==> src/hdl/sclp_pkg.sv <==
// Package for the serial command line parser: byte codes, field and
// number phase enums, result word layout. No dependencies.
package sclp_pkg;

  localparam int MAX_ARG_CHARS = 15;
  localparam int CNT_W = $clog2(MAX_ARG_CHARS + 1);

  localparam logic [7:0] BYTE_CR    = 8'd13;
  localparam logic [7:0] BYTE_SPACE = 8'd32;
  localparam logic [7:0] BYTE_TAB   = 8'd9;
  localparam logic [7:0] BYTE_FF    = 8'd12;
  localparam logic [7:0] BYTE_PLUS  = 8'h2B;
  localparam logic [7:0] BYTE_MINUS = 8'h2D;
  localparam logic [7:0] BYTE_ZERO  = 8'h30;
  localparam logic [7:0] BYTE_NINE  = 8'h39;

  localparam logic [31:0] MAG_CAP = 32'h8000_0000;
  localparam logic [31:0] POS_MAX = 32'h7FFF_FFFF;

  typedef enum logic [1:0] {
    FLD_CMD  = 2'd0,
    FLD_ARG1 = 2'd1,
    FLD_ARG2 = 2'd2
  } field_t;

  typedef enum logic [1:0] {
    NUM_SKIP   = 2'd0,
    NUM_ACTIVE = 2'd1,
    NUM_DONE   = 2'd2
  } num_phase_t;

  typedef struct packed {
    logic [7:0]         command;
    logic signed [31:0] first_value;
    logic signed [31:0] second_value;
    logic [1:0]         fields_seen;
  } result_t;

endpackage

==> src/hdl/serial_command_line_parser_unit.sv <==
// Serial command line parser top level: line state, decimal conversion,
// result register with skid slot. Depends on sclp_pkg.
//
// Takes one received byte per cycle while in_stall is low. A carriage return
// emits one result word (command letter, two saturated atoi-style values,
// number of argument fields opened) into the output register, or into the skid
// slot while the output register holds a word not taken, and clears the line
// state; other bytes emit nothing. Each digit is a multiply-by-ten accumulate on
// the magnitude register. The result channel has an output register and one skid
// slot; in_stall rises only while the skid slot holds a word, i.e. after two results are pending downstream.
module serial_command_line_parser_unit (
  input  logic               clk,
  input  logic               rst_n,
  input  logic               in_valid,
  output logic               in_stall,
  input  logic [7:0]         in_rx_byte,
  output logic               out_valid,
  input  logic               out_stall,
  output logic [7:0]         out_command,
  output logic signed [31:0] out_first_value,
  output logic signed [31:0] out_second_value,
  output logic [1:0]         out_fields_seen
);
  import sclp_pkg::*;

  field_t                 field_r, field_nxt;
  num_phase_t             phase_r, phase_nxt;
  logic [7:0]             cmd_r, cmd_nxt;
  logic [CNT_W-1:0]       cnt_r, cnt_nxt;
  logic                   neg_r, neg_nxt;
  logic [31:0]            mag_r, mag_nxt;
  logic [31:0]            held_r, held_nxt;

  result_t                out_r, out_nxt;
  result_t                skid_r, skid_nxt;
  logic                   out_valid_r, out_valid_nxt;
  logic                   skid_valid_r, skid_valid_nxt;

  logic                   in_acc;
  logic                   out_take;
  logic                   is_digit;
  logic                   is_ws;
  logic [35:0]            mag_x10;
  logic [31:0]            mag_acc;
  logic [31:0]            num_value;
  result_t                res;
  logic                   res_new;

  assign in_stall = skid_valid_r;
  assign in_acc   = in_valid && !skid_valid_r;
  assign out_take = out_valid_r && !out_stall;

  assign is_digit = (in_rx_byte >= BYTE_ZERO) && (in_rx_byte <= BYTE_NINE);
  assign is_ws    = (in_rx_byte >= BYTE_TAB) && (in_rx_byte <= BYTE_FF);

  // mag * 10 + digit, capped at 2^31
  assign mag_x10 = {1'b0, mag_r, 3'b000} + {3'b000, mag_r, 1'b0}
                 + {32'd0, in_rx_byte[3:0]};
  assign mag_acc = (mag_x10 > {4'd0, MAG_CAP}) ? MAG_CAP : mag_x10[31:0];

  assign num_value = neg_r ? (32'd0 - mag_r) : ((mag_r > POS_MAX) ? POS_MAX : mag_r);

  always_comb begin
    res.command      = cmd_r;
    res.first_value  = '0;
    res.second_value = '0;
    res.fields_seen  = field_r;
    unique case (field_r)
      FLD_ARG1: res.first_value = num_value;
      FLD_ARG2: begin
        res.first_value  = held_r;
        res.second_value = num_value;
      end
      default: ;
    endcase
  end

  always_comb begin
    field_nxt = field_r;
    phase_nxt = phase_r;
    cmd_nxt   = cmd_r;
    cnt_nxt   = cnt_r;
    neg_nxt   = neg_r;
    mag_nxt   = mag_r;
    held_nxt  = held_r;
    res_new   = 1'b0;
    if (in_acc) begin
      if (in_rx_byte == BYTE_CR) begin
        res_new   = 1'b1;
        field_nxt = FLD_CMD;
        cmd_nxt   = '0;
        held_nxt  = '0;
        cnt_nxt   = '0;
        phase_nxt = NUM_SKIP;
        neg_nxt   = 1'b0;
        mag_nxt   = '0;
      end else if (in_rx_byte == BYTE_SPACE) begin
        unique case (field_r)
          FLD_CMD: begin
            field_nxt = FLD_ARG1;
            cnt_nxt   = '0;
            phase_nxt = NUM_SKIP;
            neg_nxt   = 1'b0;
            mag_nxt   = '0;
          end
          FLD_ARG1: begin
            held_nxt  = num_value;
            field_nxt = FLD_ARG2;
            cnt_nxt   = '0;
            phase_nxt = NUM_SKIP;
            neg_nxt   = 1'b0;
            mag_nxt   = '0;
          end
          default: ;
        endcase
      end else if (field_r == FLD_CMD) begin
        cmd_nxt = in_rx_byte;
      end else if (cnt_r < CNT_W'(MAX_ARG_CHARS)) begin
        cnt_nxt = cnt_r + 1'b1;
        unique case (phase_r)
          NUM_SKIP: begin
            if (in_rx_byte == BYTE_MINUS || in_rx_byte == BYTE_PLUS) begin
              neg_nxt   = (in_rx_byte == BYTE_MINUS);
              phase_nxt = NUM_ACTIVE;
            end else if (!is_ws) begin
              // first byte of the number itself
              if (is_digit) begin
                mag_nxt   = mag_acc;
                phase_nxt = NUM_ACTIVE;
              end else begin
                phase_nxt = NUM_DONE;
              end
            end
          end
          NUM_ACTIVE: begin
            if (is_digit) begin
              mag_nxt = mag_acc;
            end else begin
              phase_nxt = NUM_DONE;
            end
          end
          default: ;
        endcase
      end
    end
  end

  // output register plus skid slot
  always_comb begin
    out_nxt        = out_r;
    skid_nxt       = skid_r;
    out_valid_nxt  = out_valid_r;
    skid_valid_nxt = skid_valid_r;
    if (skid_valid_r) begin
      if (out_take) begin
        out_nxt        = skid_r;
        skid_valid_nxt = 1'b0;
      end
    end else if (res_new) begin
      if (!out_valid_r || out_take) begin
        out_nxt       = res;
        out_valid_nxt = 1'b1;
      end else begin
        skid_nxt       = res;
        skid_valid_nxt = 1'b1;
      end
    end else if (out_take) begin
      out_valid_nxt = 1'b0;
    end
  end

  always_ff @(posedge clk) begin
    if (!rst_n) begin
      field_r      <= FLD_CMD;
      phase_r      <= NUM_SKIP;
      cmd_r        <= '0;
      cnt_r        <= '0;
      neg_r        <= 1'b0;
      mag_r        <= '0;
      held_r       <= '0;
      out_valid_r  <= 1'b0;
      skid_valid_r <= 1'b0;
    end else begin
      field_r      <= field_nxt;
      phase_r      <= phase_nxt;
      cmd_r        <= cmd_nxt;
      cnt_r        <= cnt_nxt;
      neg_r        <= neg_nxt;
      mag_r        <= mag_nxt;
      held_r       <= held_nxt;
      out_valid_r  <= out_valid_nxt;
      skid_valid_r <= skid_valid_nxt;
    end
  end

  always_ff @(posedge clk) begin
    out_r  <= out_nxt;
    skid_r <= skid_nxt;
  end

  assign out_valid        = out_valid_r;
  assign out_command      = out_r.command;
  assign out_first_value  = out_r.first_value;
  assign out_second_value = out_r.second_value;
  assign out_fields_seen  = out_r.fields_seen;

endmodule

==> config.mk <==
export PLATFORM = sky130hd
export DESIGN_NAME = serial_command_line_parser_unit
export DESIGN_NICKNAME = d
export VERILOG_FILES = /design/src/hdl/sclp_pkg.sv /design/src/hdl/serial_command_line_parser_unit.sv
export SDC_FILE = /design/constraint.sdc
export NUM_CORES = 1
export LEC_CHECK = 0
export BUFFER_PORTS_ARGS = -buffer_cell sky130_fd_sc_hd__buf_2
export CORE_AREA = 2 2 160 162
export DETAILED_ROUTE_END_ITERATION = 6
export DIE_AREA = 0 0 162 164
export GPL_ROUTABILITY_DRIVEN = 1
export PLACE_DENSITY = 0.7
export SYNTH_ARGS = -nofsm -noshare
export SYNTH_HDL_FRONTEND = slang
export SYNTH_SLANG_ARGS = --single-unit
==> constraint.sdc <==
create_clock -name clk -period 7.22 [get_ports clk]
set_input_delay 0.722 -clock clk [delete_from_list [all_inputs] [get_ports clk]]
set_output_delay 0.722 -clock clk [all_outputs]
set_load 0.01 [all_outputs]
==> implementation parameters <==
Parameter                              Value

Status
  Status ... finished, final reports clean

Route
  Number of optimization iterations in the first detailed-route pass ... 5
  Number of DRC violations after detailed-routing iteration 0 ... around 730
  Sum of routed wire length over all layers ... 28490 um
  Number of vias per cell ... approximately 6
  DRC Markers ... 0
  Wirelength per Cell ... 18.22 um
  DRT antenna net count ... 0
  Total via count after detailed routing ... between 9000 and 10000

STA
  Final Hold Fails ... 0
  Hold_ws ... 0.4333 ns
  Rel. slew slack ... 24.52%
  Unrepaired setup endpoints after global routing ... false
  Fin Setup TNS ... 0 ns
  Number of max-slew violations in the final report ... 0
  Max Clock Freq ... approximately 230 MHz
  Worst clock skew ... 0.01642 ns
  Post-route minimum period ... roughly 4.4 ns
  Setup violators final ... 0
  Transition time at the pin with the least slew margin ... around 1.1 ns
  Fin crit share ... 60.31%

Global routing
  Antenna violations before repair ... 0
  Met3 global-route usage ... under 10%
  Number of global-route vias before repair ... between 8000 and 9000
  Total global-route track usage ... between 20% and 30%
  Wire length of the first global-routing pass ... 45650 um
  Grt peak-use layer ... met2
  Total congestion overflow after global routing ... 0
  Maximum number of pins on one net before global-route repair ... 79
  GR met2 Demand/Resource ... about 34%
  Met1 capacity usage during global routing ... between 20% and 30%

Finish
  Antenna Cells ... 0
  Core utilization of the finished layout ... 55.22%
  Area growth syn-to-layout ... 12.18%
  # nets final ... approximately 1300
  Layout cell share with drive strength beyond 1 ... 15.98%
  Post-Layout Inst Area ... 0.01371 mm2

Pwr
  Power density relative to cell area ... approximately 200 mW/mm2
  Post-layout total power ... 2675 uW
  Maximum resistive drop on vdd ... about 0.00015 V
  Leak ... between 0.005 and 0.006 uW

Min path
  Launch instance of the worst min-delay path ... cmd_r[5]
  Tightest Hold Check Type ... reg -> reg
  Hold Path Depth ... 0
  Hold path endpoint ... skid_r[71]

Die
  Effective utilization at floorplan ... around half
  Cell row count ... 58
  Number of primary I/O pins ... 88
  Area inside the core boundary ... between 0.02 and 0.025 mm2
  Die width ... between 150 and 200 um
  Vert. Die Dim ... between 150 and 200 um
  Die Area ... about 0.027 mm2

Yosys
  Post-Syn Area ... about 0.012 mm2
  Cells after synthesis ... between 1000 and 1500
  Synth async-reset ratio ... 0%
  Share of Yosys cell area claimed by the top area cell type ... between 30% and 40%
  Number of register bits inferred by synthesis ... ~230
  Yosys warning total ... 0
  Number of distinct library cell variants in the gate-level netlist after synthesis ... 75
  Dominant cells by area after synthesis ... sky130_fd_sc_hd__edfxtp_1, sky130_fd_sc_hd__dfxtp_1, sky130_fd_sc_hd__ha_1
  Top flip-flop cell by instance count after synthesis ... sky130_fd_sc_hd__edfxtp_1
  Count of flip-flops with a built-in enable after synthesis ... between 100 and 150
  Cell with the most instances after synthesis ... sky130_fd_sc_hd__edfxtp_1
  Mean post-synth cell area ... ~11 um2
  Commonest cells in the synthesized netlist ... sky130_fd_sc_hd__edfxtp_1, sky130_fd_sc_hd__nand2_1, sky130_fd_sc_hd__nor2_1
  Largest area contributor in the synthesized netlist ... sky130_fd_sc_hd__edfxtp_1
  Synthesized Nets ... roughly 1200
  Post-synthesis sequential area ratio ... approximately 50%

Clocking
  Post-CTS Setup Inserts ... 0
  Total of hold buffers inserted after clock tree synthesis ... 0
  Resized cells post-CTS ... 0
  CTS H-tree depth ... 1
  Clock slew at reported path FFs ... around 0.06 ns
  TritonCTS clock tree ... yes
  Clock latency on the worst-skew pair ... 0.52 ns
  Number of sinks on the clock net ... around 230
  Deepest clock path buffer count ... 3
  Num CTS Buffers ... 25
  Root buffer cell ... sky130_fd_sc_hd__clkbuf_16

Setup path
  Worst Reg-to-Reg Cells ... 12
  Register-to-register setup slack ... 2.87 ns
  Max FO, Critical Path ... 29
  Critical path startpoint category ... flop
  Required time of the worst setup path ... ~7.7 ns
  Endpoint type of the worst setup path ... flop
  Reg-to-reg critical path endpoint ... mag_r[6]
  Arrival time of data at the critical path endpoint ... approximately 4.8 ns
  Kind of critical path ... reg -> reg
  Reg-to-Reg Start ... mag_r[2]

Placed design
  Post-DP HPWL ... roughly 20000 um
  Port-buffer cells ... 87
  Cell area reported after detailed placement ... between 0.01 and 0.015 mm2
  Final weighted congestion in routability-driven placement ... between 0.9 and 1

Flow run
  Max-Cap Viols ... 0
-- worst max-delay path, cell delays in order (launching register included) --
cell                       delay [ns]
sky130_fd_sc_hd__dfxtp_1         0.54
sky130_fd_sc_hd__inv_1           0.10
sky130_fd_sc_hd__fa_1            0.57
sky130_fd_sc_hd__inv_1           0.06
sky130_fd_sc_hd__ha_1            0.29
sky130_fd_sc_hd__a211oi_1        0.10
sky130_fd_sc_hd__o21a_1          0.24
sky130_fd_sc_hd__o32a_1          0.37
sky130_fd_sc_hd__o211ai_1        0.18
sky130_fd_sc_hd__nand2_1         0.09
sky130_fd_sc_hd__o311ai_1        0.40
sky130_fd_sc_hd__and4_1          1.01
sky130_fd_sc_hd__a32o_1          0.31
-- placed cells by master, fill, tap and decap left out, types with 4 or more instances in the layout --
| master | instances |
|---|---|
| sky130_fd_sc_hd__nor2_1 | 95 |
| sky130_fd_sc_hd__dfxtp_1 | 82 |
| sky130_fd_sc_hd__nor3_1 | 23 |
| sky130_fd_sc_hd__o21a_1 | 4 |
| sky130_fd_sc_hd__a32oi_1 | 5 |
| sky130_fd_sc_hd__a22oi_1 | 20 |
| sky130_fd_sc_hd__or4_1 | 11 |
| sky130_fd_sc_hd__a21o_1 | 12 |
| sky130_fd_sc_hd__buf_2 | 87 |
| sky130_fd_sc_hd__nand2_1 | 115 |
| sky130_fd_sc_hd__clkbuf_16 | 25 |
| sky130_fd_sc_hd__or2_2 | 6 |
| sky130_fd_sc_hd__or3_1 | 7 |
| sky130_fd_sc_hd__buf_4 | 11 |
| sky130_fd_sc_hd__clkinv_1 | 6 |
| sky130_fd_sc_hd__a221oi_1 | 5 |
| sky130_fd_sc_hd__nand4b_1 | 4 |
| sky130_fd_sc_hd__xnor2_1 | 26 |
| sky130_fd_sc_hd__a211oi_1 | 8 |
| sky130_fd_sc_hd__a22o_1 | 25 |
| sky130_fd_sc_hd__nor4_1 | 12 |
| sky130_fd_sc_hd__o22ai_1 | 5 |
| sky130_fd_sc_hd__clkbuf_1 | 6 |
| sky130_fd_sc_hd__and3_1 | 4 |
| sky130_fd_sc_hd__ha_1 | 68 |
| sky130_fd_sc_hd__a32o_1 | 32 |
| sky130_fd_sc_hd__nand2b_1 | 5 |
| sky130_fd_sc_hd__nand4_1 | 8 |
| sky130_fd_sc_hd__inv_1 | 24 |
| sky130_fd_sc_hd__a21oi_1 | 79 |
| sky130_fd_sc_hd__nand3_1 | 17 |
| sky130_fd_sc_hd__o21ai_0 | 57 |
| sky130_fd_sc_hd__and2_1 | 18 |
| sky130_fd_sc_hd__xor2_1 | 27 |
| sky130_fd_sc_hd__edfxtp_1 | 148 |
| sky130_fd_sc_hd__mux2_2 | 39 |
| sky130_fd_sc_hd__o31ai_1 | 27 |
| sky130_fd_sc_hd__o211ai_1 | 7 |
-- how the worst max path moves through the flow --
stage,from,depth (start not counted),slack (ns),endpoint
finish,mag_r[2],12,2.87,mag_r[6]
global route,mag_r[2],12,2.61,mag_r[6]
detailed placement,in_rx_byte[3],13,2.58,mag_r[12]
floorplan,in_rx_byte[5],4,1.59,out_command[0]
global placement,in_rx_byte[3],13,2.69,mag_r[19]
CTS,mag_r[2],12,2.89,mag_r[6]
-- power breakdown --
group,internal [uW],switching [uW]
Sequential,1390,2.09
Clock,731,516
Combinational,11.0,22.2
-- kinds of logic after synthesis --
logic type	synth area share, %
and+or+nand+nor	13.92
AOI/OAI and AO/OA	18.18
DFF	49.97
buffers and inverters	3.083
adders and majority gates	7.291
xor gates and xnor gates	3.799
muxes	3.758
-- through the flow --
stage | setup WS [ns] | cells
global placement | 2.694 | 1518
floorplan | 1.592 | 1157
CTS | 2.889 | 1563
detailed placement | 2.585 | 1518
finish | 2.866 | 1563
global route | 2.607 | 1563
-- flip-flops by register name (all words and copies together) (netlist names) --
signal / count
skid_r: 74
held_r: 32
mag_r: 32
out_first_value: 32
out_second_value: 32
cmd_r: 8
out_command: 8
cnt_r: 4
field_r: 2
out_fields_seen: 2
phase_r: 2
in_stall: 1
neg_r: 1
out_valid: 1
-- cell type report --
cell class / instances / area, um2
fillers: 2124 / 11110
flip-flops and latches: 231 / 6110
multi-input cells: 832 / 5768
clock buffers: 33 / 675.6
repair buffers: 98 / 518.0
well taps: 330 / 412.9
clock inverters: 12 / 120.1
inverters: 27 / 101.3
-- metal layers --
layer | up-vias | part of all wire (%)
li1 | 4503 | -
met1 | 4481 | 46
met2 | 276 | 46
met3 | 51 | 4.8
met4 | 0 | 3.0
met5 | - | 0
Note: power is estimated with default switching activity, not from simulation.
